### src/rtl/lbp_pkg.sv
// Package for the 3x3 local binary pattern stream: channel payload types,
// register indexes, size defaults and the code function.
// No dependencies.
`default_nettype none

package lbp_pkg;

   // Default largest row length held by the line stores
   localparam int MAX_WIDTH_DEFAULT = 1024;

   // Field widths
   localparam int PIXEL_WIDTH  = 8;
   localparam int IMG_W_WIDTH  = 11;
   localparam int IMG_H_WIDTH  = 16;
   localparam int CSR_DATA_WIDTH = 16;

   // Configuration register indexes
   localparam logic CSR_IMAGE_WIDTH  = 1'b0;
   localparam logic CSR_IMAGE_HEIGHT = 1'b1;

   // Reset values of the configuration registers
   localparam logic [IMG_W_WIDTH-1:0] IMAGE_WIDTH_RESET  = 11'd640;
   localparam logic [IMG_H_WIDTH-1:0] IMAGE_HEIGHT_RESET = 16'd480;

   typedef struct packed {
      logic [PIXEL_WIDTH-1:0] pixel;
      logic                   frame_start;
   } req_type;

   typedef struct packed {
      logic [PIXEL_WIDTH-1:0] code;
      logic                   row_end;
      logic                   frame_end;
   } rsp_type;

   // One pattern bit per neighbour, set when the centre is not above it.
   // Neighbours clockwise from top-left, top-left in bit 0.
   function automatic logic [7:0] lbp_code(
      input logic [PIXEL_WIDTH-1:0] centre,
      input logic [PIXEL_WIDTH-1:0] top_left,
      input logic [PIXEL_WIDTH-1:0] top,
      input logic [PIXEL_WIDTH-1:0] top_right,
      input logic [PIXEL_WIDTH-1:0] right,
      input logic [PIXEL_WIDTH-1:0] bottom_right,
      input logic [PIXEL_WIDTH-1:0] bottom,
      input logic [PIXEL_WIDTH-1:0] bottom_left,
      input logic [PIXEL_WIDTH-1:0] left
   );
      logic [7:0] code;
      code[0] = (centre <= top_left);
      code[1] = (centre <= top);
      code[2] = (centre <= top_right);
      code[3] = (centre <= right);
      code[4] = (centre <= bottom_right);
      code[5] = (centre <= bottom);
      code[6] = (centre <= bottom_left);
      code[7] = (centre <= left);
      return code;
   endfunction

endpackage : lbp_pkg

`default_nettype wire

### src/rtl/lbp_out_buf.sv
// Three-entry result buffer between the code stage and the result channel.
// Depends on lbp_pkg for the result payload type.
`default_nettype none

module lbp_out_buf (
   input  wire logic             clock,
   input  wire logic             reset,
   input  wire logic             push,
   input  wire lbp_pkg::rsp_type push_data,
   output      logic             rsp_valid,
   input  wire logic             rsp_ready,
   output      lbp_pkg::rsp_type rsp_data,
   output      logic [1:0]       fill
);

   localparam int           DEPTH    = 3;
   localparam logic [1:0]   LAST_PTR = 2'(DEPTH - 1);

   lbp_pkg::rsp_type entry_ff [DEPTH];
   logic [1:0]       wr_ptr_ff, wr_ptr_in;
   logic [1:0]       rd_ptr_ff, rd_ptr_in;
   logic [1:0]       count_ff, count_in;
   logic             pop;

   assign pop       = (count_ff != 2'd0) && rsp_ready;
   assign rsp_valid = (count_ff != 2'd0);
   assign rsp_data  = entry_ff[rd_ptr_ff];
   assign fill      = count_ff;

   // Advance pointers and fill level
   always_comb begin
      wr_ptr_in = wr_ptr_ff;
      rd_ptr_in = rd_ptr_ff;
      count_in  = count_ff;
      if (push) begin
         wr_ptr_in = (wr_ptr_ff == LAST_PTR) ? 2'd0 : wr_ptr_ff + 2'd1;
      end
      if (pop) begin
         rd_ptr_in = (rd_ptr_ff == LAST_PTR) ? 2'd0 : rd_ptr_ff + 2'd1;
      end
      if (push && !pop) begin
         count_in = count_ff + 2'd1;
      end else if (pop && !push) begin
         count_in = count_ff - 2'd1;
      end
   end

   always_ff @(posedge clock) begin
      if (reset) begin
         wr_ptr_ff <= 2'd0;
         rd_ptr_ff <= 2'd0;
         count_ff  <= 2'd0;
      end else begin
         wr_ptr_ff <= wr_ptr_in;
         rd_ptr_ff <= rd_ptr_in;
         count_ff  <= count_in;
      end
   end

   // Hold payload
   always_ff @(posedge clock) begin
      if (push) begin
         entry_ff[wr_ptr_ff] <= push_data;
      end
   end

endmodule : lbp_out_buf

`default_nettype wire

### config.mk
export PLATFORM = sky130hd
export DESIGN_NAME = lbp_out_buf
export DESIGN_NICKNAME = d
export VERILOG_FILES = /design/src/rtl/lbp_pkg.sv /design/src/rtl/lbp_out_buf.sv
export SDC_FILE = /design/constraint.sdc
export NUM_CORES = 1
export LEC_CHECK = 0
export ABC_AREA = 0
export BUFFER_PORTS_ARGS = -buffer_cell sky130_fd_sc_hd__buf_2
export CORE_MARGIN = 5
export CORE_UTILIZATION = 40
export DETAILED_ROUTE_END_ITERATION = 10
export SLEW_MARGIN = 20
export SYNTH_ARGS = -nofsm -noshare
export SYNTH_HDL_FRONTEND = slang
export SYNTH_SLANG_ARGS = --single-unit
### constraint.sdc
create_clock -name clock -period 4.2 [get_ports clock]
set_input_delay 0.42 -clock clock [delete_from_list [all_inputs] [get_ports clock]]
set_output_delay 0.42 -clock clock [all_outputs]
set_load 0.05 [all_outputs]
# == Yosys cells after proc, flatten, opt, wreduce, memory -nomap -nowiden ==
# Memories as Yosys holds them, arrays and structs flattened. A register that Yosys moved wholly into a read port is not among the register bits.
# Index checks and enable logic that the tools add are counted.
# Widths: inputs -> output; s select.
# classes
add_sub_neg,4
reduce_logical,7
mux,8
n_eq_ne,2
# op_table
operator,count
$mux 2,6
$add 2x1->2 const B,3
$eq 2x2->1 const B,2
$reduce_bool 2->1,2
$logic_and 1x1->1,3
$logic_not 1->1,2
$mux 1,2
$sub 2x1->2 const B,1
# totals
wordCells,25
out_inout_bits,13
ff_bits,6
input_bits,14
n_memories,1
mem_bits_rw,30
# mem_list
memory,words,word_bits,rd,rd_clocked_by_memory_dff,write_ports,line,source
entry_ff,3,10,1,1,1,lbp_out_buf.sv:19,lbp_pkg::rsp_type entry_ff [DEPTH];

# == Logic depth before layout (Yosys ltp) ==
# Gate-level depths: netlist (run 1).
# depth
ltp_word,5
mapped_depth,5
ltp_nobuf,5

# == Worst setup path after synthesis (run 1) ==
# No wires, ideal clock.
# synth_timing
path_type,register -> output
start,reg with a tool-made name
end,out rsp_data[0] in the netlist's numbering
n_path_buf,1
t_arrival_ns,1.722
slack_ns,2.058
required_ns,3.780
stages_incl_launch_ff,4
cell_sequence,dfxtp_1 -> buf_2 -> mux2i_1 -> o21ai_0
# synth_lines
element,line,source
end: declaration,lbp_out_buf.sv:12,"output lbp_pkg::rsp_type rsp_data,"

==> results of run 1 <==
[cells in the mapped netlist (all sizes together)]
| cell type | number | share of area, % |
|---|---|---|
| a21oi | 4 | 1.7 |
| buf | 1 | 0.35 |
| clkbuf | 2 | 0.53 |
| dfxtp | 8 | 11 |
| edfxtp | 30 | 64 |
| ha | 1 | 0.89 |
| inv | 1 | 0.27 |
| mux2 | 1 | 0.80 |
| mux2i | 10 | 7.1 |
| nand2 | 14 | 3.7 |
| nor2 | 5 | 1.3 |
| nor3b | 1 | 0.53 |
| o21ai | 12 | 4.5 |
| or2 | 1 | 0.44 |
| or3 | 2 | 0.89 |
| or3b | 1 | 0.62 |
| xor2 | 2 | 1.2 |
[per-layer routing]
layer	wire length, um	track usage [%]	part of all wire (%)
met1	986	11.91	43
met2	1061	16.21	47
met3	164	5.507	7.2
met4	55	5.857	2.4
met5	0	0	0
[sequential cells by signal (all words and copies together), names as in the netlist, named ones only]
| name | cells |
|---|---|
| entry_ff | 30 |
| fill | 2 |
| rd_ptr_ff | 2 |
| wr_ptr_ff | 2 |
[stage by stage]
step           area, um2  hold WS, ns  total power, mW  cells  worst slack (ns)
5_1_grt             1647       0.2446            1.020    173             1.880
2_1_floorplan       1413       0.4463           0.7327     96             2.058
6_report            1647       0.2782           0.9666    173             2.087
3_3_place_gp        1593       0.4633           0.8023    165             2.416
3_5_place_dp        1593       0.4852           0.8070    165             2.397
4_1_cts             1647       0.2493           0.9839    173             2.003
[cells by family after synthesis]
kind of cell / after synthesis / synth area share (%)
DFF: 38 / 75.11
AOI/OAI and AO/OA: 16 / 6.200
and+or+nand+nor: 24 / 7.529
buffers and inverters: 4 / 1.151
muxes: 11 / 7.883
xor gates and xnor gates: 2 / 1.240
adders and majority gates: 1 / 0.8856
[worst min path at each step]
stage,from,to,slack (ns),cells past startpoint
final,push_data[8],entry_ff[2][8]$_DFFE_PP_,0.28,1
after global routing,push_data[2],entry_ff[1][2]$_DFFE_PP_,0.24,1
after CTS,push_data[2],entry_ff[2][2]$_DFFE_PP_,0.25,1
after detailed placement,rd_ptr_ff[0]$_SDFFE_PP0P_,rd_ptr_ff[0]$_SDFFE_PP0P_,0.49,2
after global placement,rd_ptr_ff[0]$_SDFFE_PP0P_,register,0.46,2
after floorplan,rd_ptr_ff[0]$_SDFFE_PP0P_,register,0.45,2
[final cells by class]
cell class,count,area [um2]
fill,307,1743
sequential,38,1061
multi-input combinational,54,340.3
timing repair buffer,26,130.1
tap,46,57.56
clock buffer,5,37.54
clock inverter,3,16.27
inverter,1,3.754
[critical path: cells and delay by family, from the launching register on]
family,cells,cell delay [ns]
AO/OA/AOI/OAI,1,0.19
multiplexers,1,0.15
buffers and inverters,1,0.29
flip-flops,1,0.73
[power by group through the flow]
stage / sequential (mW) / combinational (mW) / clock (mW)
4_1_cts: 0.482 / 0.318 / 0.184
5_1_grt: 0.487 / 0.336 / 0.198
2_1_floorplan: 0.498 / 0.235 / 0
3_5_place_dp: 0.490 / 0.317 / 0
6_report: 0.479 / 0.313 / 0.174
3_3_place_gp: 0.488 / 0.314 / 0
==> flow_summary.json, run 1 <==
{
  "status": "finished, final reports clean",
  "dieArea_um2": 4820,
  "start_util_pct": 41.68,
  "most-common-layout-cells": "edfxtp_1 (30), buf_2 (26), nand2_1 (14), o21ai_0 (11), mux2i_1 (10)",
  "post_cts_resized": 0,
  "internal_power_mw": 0.5895,
  "post-route-util_pct": 48.58,
  "grt_usage_pct": 10.62,
  "worstPathArrival_ns": 1.69,
  "io_buffers": 26,
  "io_pins": 27,
  "fp-row-count": 21,
  "die_x_um": 69.43,
  "endpoint_kind": "primary output",
  "crit_chain": "mux2i_1 > o21ai_0 > buf_2",
  "drt-pass1-iter-count": 4,
  "worst_slew_pin_slew_ns": 0.9630,
  "finalCritPeriodShare_pct": 50.30,
  "overflow": 0,
  "hold_path.class": "in2reg",
  "synth_seq_cells": 38,
  "p_clk_share_pct": 18.0,
  "wl_per_cell_um": 13.12,
  "cts_buffers": 5,
  "maxCapViolations": 0,
  "final.setup.tns_ns": 0,
  "cp_slowest_cell": "dfxtp_1",
  "grt_pass1_wl_um": 3801,
  "clk_path_buf_depth": 2,
  "clk_pin_slew_ns": 0.11,
  "skew_ns": 0.007686,
  "peakVddDrop_mv": 0.5098,
  "hold_violations": 0,
  "grt_pass1_vias": 781,
  "reg2reg_from": "wr_ptr_ff[0]$_SDFFE_PP0P_",
  "syn_area_per_cell_um2": 14.71,
  "clock-sinks": 38,
  "hpwl_um": 1596,
  "crit_path_start_kind": "register",
  "cts_tree": "yes",
  "ys_types": 19,
  "drive_gt1_share_pct": 29.92,
  "areaGrowthSynthToFinish_pct": 16.56,
  "critPathRequiredTime_ns": 3.78,
  "synth_area_um2": 1413,
  "core_um2": 3390,
  "syn_inst": 96,
  "ys_warn_count": 0,
  "worst-path-max-fanout": 10,
  "crit_type": "reg2out",
  "clockRootBuffer": "clkbuf_4",
  "p_per_area_nw_per_um2": 587.0,
  "drc": 0,
  "layout.nets": 141,
  "final_common_cell": "edfxtp_1",
  "combPwrFrac_pct": 32.4,
  "fmax_mhz": 473.3,
  "htree_levels": 2,
  "critPathCapture": "rsp_data[9]",
  "drtIter0Drc": 20,
  "final_antenna_net_count": 0,
  "slowest_delay_ns": 0.73,
  "antenna_found_initial": 0,
  "drt-total-wl_um": 2269,
  "sw_frac_of_total_pct": 39.02,
  "hold_buffers": 0,
  "via_per_inst": 4.630,
  "power_leakage_nw": 0.5842,
  "die_h_um": 69.43,
  "gp_congestion": 0.6723,
  "min_period_ns": 2.113,
  "grt_max_degree": 21,
  "setup_viol": 0,
  "p_sw_mw": 0.3771,
  "n_antenna_cell": 0,
  "insertion_delay_ns": 0.34,
  "ys_seq_area_share_pct": 75.11,
  "rsz0062_at_grt": "false",
  "r2r_end": "entry_ff[1][0]$_DFFE_PP_",
  "post-cts-setup-buffer-count": 0,
  "sequentialPowerShare_pct": 49.6,
  "vias": 801,
  "relSlewSlack_pct": 35.56,
  "r2r_slack_ns": 2.61,
  "slew_violations": 0,
  "reg2regPathDepth": 2,
  "synth_fp_nets": 111
}
(Power assumes the default switching activity.)
==> run 2: changes to the inputs <==
- ABC_AREA: 0 -> 1
- clock period: 4.2 -> 1.85 ns (I/O delays scaled with it)
==> flow_summary.json, run 2 <==
{
  "final_common_cell": "edfxtp_1",
  "vias": 975,
  "post_cts_resized": 0,
  "grt_max_degree": 14,
  "clock-sinks": 38,
  "synth-main-ff-cell": "edfxtp_1",
  "final_cells": 206,
  "slowest_delay_ns": 0.36,
  "insertion_delay_ns": 0.34,
  "critPathRequiredTime_ns": 1.66,
  "met1_usage_pct": 12.41,
  "dieArea_um2": 4897,
  "areaGrowthSynthToFinish_pct": 21.04,
  "worst-path-max-fanout": 10,
  "n_antenna_cell": 0,
  "layout.nets": 174,
  "syn_area_per_cell_um2": 11.70,
  "via_per_inst": 4.733,
  "synth_area_leader_cell": "edfxtp_1",
  "start_util_pct": 42.12,
  "synthTopCellsByArea": "edfxtp_1 (63%), dfxtp_1 (11%), a21oi_1 (8.0%)",
  "worst_slew_pin_slew_ns": 0.4257,
  "drive_gt1_share_pct": 24.38,
  "met3_usage_pct": 5.165,
  "ys_types": 17,
  "rsz0062_at_grt": "false",
  "crit_chain": "clkinv_1 > nor2_1 > a21oi_1 > buf_2",
  "largest_register_ffs": 30,
  "status": "finished, final reports clean",
  "cts_buffers": 5,
  "finalCritPeriodShare_pct": 89.54,
  "worstPathArrival_ns": 1.47,
  "core_um2": 3416,
  "final.setup.tns_ns": 0,
  "post-route-util_pct": 50.99,
  "peakVddDrop_mv": 0.4948,
  "synth_fp_nets": 138,
  "crit_family": "buffers and inverters",
  "hpwl_um": 1911,
  "clk_path_buf_depth": 2,
  "synth_area_um2": 1439,
  "p_per_area_nw_per_um2": 1228,
  "n_fill_cell": 319,
  "yosysMostFrequentCell": "edfxtp_1",
  "async_flop_share_pct": 0,
  "gp_congestion": 0.7905,
  "ys_seq_area_share_pct": 73.74,
  "crit_buf_inv": 2,
  "skew_ns": 0.006064,
  "fmax_mhz": 603.7,
  "synth_seq_cells": 38,
  "regMostFlops": "entry_ff",
  "final_antenna_net_count": 0,
  "die_x_um": 69.98,
  "antenna_found_initial": 0,
  "io_buffers": 26,
  "io_pins": 27,
  "most-common-layout-cells": "edfxtp_1 (30), buf_2 (26), a21oi_1 (23), nand2_1 (20), nor2_1 (15)",
  "crit_type": "reg2out",
  "post-cts-setup-buffer-count": 0,
  "hold_path.class": "in2reg",
  "clk_pin_slew_ns": 0.12,
  "syn_inst": 123,
  "crit_path_start_kind": "register",
  "yosys.area.top_type_share_pct": 62.61,
  "hold_buffers": 0,
  "endpoint_kind": "primary output",
  "cp_slowest_cell": "dfxtp_1",
  "setup_viol": 0,
  "overflow": 0,
  "htree_levels": 2,
  "drtIter0Drc": 24,
  "grt_pass1_vias": 978,
  "drc": 0,
  "place_area_um2": 1639,
  "busiest_layer": "met2",
  "ys_warn_count": 0,
  "met2_usage_pct": 21.41,
  "wl_per_cell_um": 13.39,
  "final_cell_area_um2": 1742,
  "dp_cells": 196,
  "cts_tree": "yes",
  "min_period_ns": 1.656,
  "maxCapViolations": 0,
  "clockRootBuffer": "clkbuf_4",
  "die_h_um": 69.98,
  "ys_top_cells_by_count": "edfxtp_1 (30), a21oi_1 (23), nand2_1 (20)",
  "drt-total-wl_um": 2759,
  "whs_ns": 0.04538,
  "fp-row-count": 21,
  "synth_edf_count": 30,
  "drt-pass1-iter-count": 4,
  "grt_pass1_wl_um": 4395,
  "power_leakage_nw": 0.7056,
  "relSlewSlack_pct": 71.59,
  "grt_usage_pct": 11.92,
  "slew_violations": 0,
  "hold_violations": 0
}
[run 2: report_power, final]
group          internal [mW]  switching [mW]  total [mW]
combinational          0.138           0.437       0.574
sequential             0.977          0.0286        1.01
clock                  0.283           0.275       0.559
[run 2: worst reg2reg max path: stages (launching register included)]
cell and delay (ns):
dfxtp_1 0.44, o21a_1 0.22, inv_1 0.06, ha_1 0.27, inv_1 0.11, nand3_1 0.09
nand2_1 0.06, inv_1 0.03, nor2_1 0.08
[run 2: layout make-up]
cell class	instances	area (um2)	share of cell area, %
multi-input cells	68	311.5	17.89
flip-flops and latches	38	1061	60.92
clock inverters	3	45.04	2.586
repair buffers	31	172.7	9.914
inverters	15	56.30	3.233
well taps	46	57.56	3.305
clock buffers	5	37.54	2.155
[run 2: logic make-up (layout without fill, tap and decap cells)]
kind of cell | count (synthesis) | count (layout) | share of synthesized area, %
AOI/OAI and AO/OA | 26 | 26 | 9.391
adders and majority gates | 1 | 1 | 0.8694
buffers and inverters | 17 | 54 | 4.608
and+or+nand+nor | 41 | 41 | 11.39
DFF | 38 | 38 | 73.74
[run 2: metal layers]
layer / up-vias / wire, um / part of all wire (%)
met3: 6 / 140 / 5.1
met2: 20 / 1372 / 50
met5: - / 0 / 0
li1: 492 / - / -
met4: 0 / 36 / 1.3
met1: 457 / 1210 / 44
[run 2: final timing paths]
path	end	cells after the start	startpoint	slack, ns
worst max register to register	fill[1]$_SDFFE_PP0P_	8	fill[0]$_SDFFE_PP0P_	0.44
worst max-delay path	rsp_data[8]	4	register	0.19
worst min register to register	wr_ptr_ff[1]$_SDFFE_PP0P_	2	wr_ptr_ff[1]$_SDFFE_PP0P_	0.48
worst min-delay path	entry_ff[1][7]$_DFFE_PP_	1	push_data[7]	0.05
[run 2: stage by stage]
step	worst slack, ns	total power [mW]
4_1_cts	0.1230	2.158
3_5_place_dp	0.4669	1.603
6_report	0.1936	2.139
3_3_place_gp	0.5590	1.586
5_1_grt	0.05089	2.252
2_1_floorplan	0.2200	1.450
==> run 3: changes to the inputs <==
- CAP_MARGIN: not set -> 20
- CORE_ASPECT_RATIO: not set -> 1.1
- PLACE_DENSITY: not set -> 0.62
==> flow_summary.json, run 3 (same netlist as run 2, synthesis figures left out) <==
{
  "r2r_end": "fill[1]$_SDFFE_PP0P_",
  "layout.nets": 172,
  "final_antenna_net_count": 0,
  "clock-sinks": 38,
  "drc": 0,
  "cts_tree": "yes",
  "post_cts_resized": 0,
  "worstPathArrival_ns": 1.43,
  "regMostFlops": "entry_ff",
  "die_h_um": 72.91,
  "hold_path.class": "in2reg",
  "p_clk_share_pct": 30.0,
  "final_cell_area_um2": 1743,
  "reg2reg_from": "fill[0]$_SDFFE_PP0P_",
  "overflow": 0,
  "total_power_mw": 2.248,
  "multiInputGateArea_um2": 311.5,
  "final_common_cell": "edfxtp_1",
  "die_x_um": 67.19,
  "finalCritPeriodShare_pct": 87.42,
  "antenna_found_initial": 0,
  "crit_buf_inv": 2,
  "internal_power_mw": 1.529,
  "dp_cells": 198,
  "place_area_um2": 1642,
  "crit_family": "buffers and inverters",
  "p_sw_mw": 0.7197,
  "n_antenna_cell": 0,
  "slew_violations": 0,
  "worst_slew_pin_slew_ns": 0.4486,
  "setup_viol": 0,
  "min_period_ns": 1.617,
  "hold_violations": 0,
  "peakVddDrop_mv": 0.5667,
  "vias": 983,
  "drt-pass1-iter-count": 4,
  "critPathRequiredTime_ns": 1.66,
  "sequentialPowerShare_pct": 44.7,
  "combPwrFrac_pct": 25.3,
  "gp_congestion": 0.7086,
  "reg2regPathDepth": 8,
  "via_per_inst": 4.772,
  "cp_slowest_cell": "dfxtp_1",
  "hpwl_um": 1833,
  "r2r_slack_ns": 0.44,
  "p_per_area_nw_per_um2": 1290,
  "drt-total-wl_um": 2756,
  "htree_levels": 2,
  "critPathCapture": "rsp_data[5]",
  "grt_pass1_vias": 1037,
  "endpoint_kind": "primary output",
  "rsz0062_at_grt": "false",
  "drive_gt1_share_pct": 24.05,
  "clk_path_buf_depth": 2,
  "crit_chain": "clkinv_1 > nor2_1 > a21oi_1 > buf_2",
  "fp-row-count": 22,
  "crit_cells": 4,
  "clockRootBuffer": "clkbuf_4",
  "cts_buffers": 5,
  "skew_ns": 0.01225,
  "clk_pin_slew_ns": 0.11,
  "hold_buffers": 0,
  "post-route-util_pct": 51.06,
  "io_buffers": 26,
  "largest_register_ffs": 30,
  "final.setup.tns_ns": 0,
  "start_util_pct": 42.16,
  "io_pins": 27,
  "grt_pass1_wl_um": 4567,
  "n_fill_cell": 321,
  "dieArea_um2": 4898,
  "grt_max_degree": 13,
  "core_um2": 3413,
  "wl_per_cell_um": 13.38,
  "post-cts-setup-buffer-count": 0,
  "status": "finished, final reports clean",
  "grt_usage_pct": 12.83,
  "relSlewSlack_pct": 70.06,
  "slowest_delay_ns": 0.35,
  "crit_path_start_kind": "register",
  "insertion_delay_ns": 0.33,
  "areaGrowthSynthToFinish_pct": 21.13,
  "maxCapViolations": 0,
  "drtIter0Drc": 29,
  "most-common-layout-cells": "edfxtp_1 (30), buf_2 (26), a21oi_1 (23), nand2_1 (20), nor2_1 (15)",
  "final_cells": 206,
  "register_area_um2": 1061,
  "fmax_mhz": 618.3,
  "crit_type": "reg2out",
  "worst-path-max-fanout": 10,
  "power_leakage_nw": 0.7126,
  "sw_frac_of_total_pct": 32.01
}
[run 3: metal layers]
layer | wire [um] | share of wire (%) | vias to the layer above | track usage (%)
li1 | - | - | 491 | -
met1 | 1152 | 42 | 459 | 13.53
met2 | 1366 | 50 | 26 | 21.72
met3 | 175 | 6.3 | 7 | 4.622
met4 | 61 | 2.2 | 0 | 7.432
met5 | 0 | 0 | - | 0
[run 3: power by group through the flow]
| stage | Sequential (mW) | Clock, mW | Combinational, mW |
|---|---|---|---|
| after floorplan | 1.05 | 0 | 0.400 |
| after global placement | 1.02 | 0 | 0.562 |
| after detailed placement | 1.02 | 0 | 0.575 |
| after CTS | 1.01 | 0.689 | 0.576 |
| after global routing | 1.01 | 0.719 | 0.621 |
| final | 1.01 | 0.673 | 0.569 |
[run 3: stage by stage]
step / setup WS (ns) / hold slack (ns)
floorplan: 0.2200 / 0.2541
global placement: 0.5655 / 0.3741
detailed placement: 0.4653 / 0.3861
CTS: 0.1706 / 0.01725
global route: 0.06064 / 0.01168
finish: 0.2328 / 0.03585
[run 3: worst min path at each step]
stage               depth (start not counted)                   endpoint  start  slack (ns)
detailed placement                          2  wr_ptr_ff[0]$_SDFFE_PP0P_  reset        0.39
CTS                                         2  wr_ptr_ff[0]$_SDFFE_PP0P_  reset        0.02
floorplan                                   1  wr_ptr_ff[0]$_SDFFE_PP0P_  reset        0.25
global placement                            2  wr_ptr_ff[0]$_SDFFE_PP0P_  reset        0.37
global route                                2  wr_ptr_ff[1]$_SDFFE_PP0P_  reset        0.01
finish                                      2  wr_ptr_ff[0]$_SDFFE_PP0P_  reset        0.04
[run 3: cell type report]
type	instances	share of cell area [%]
Timing Repair Buffer	29	8.758
Clock inverter	3	3.661
Tap cell	48	3.446
Multi-Input combinational cell	68	17.88
Inverter	15	3.230
Clock buffer	5	2.154
Sequential cell	38	60.88
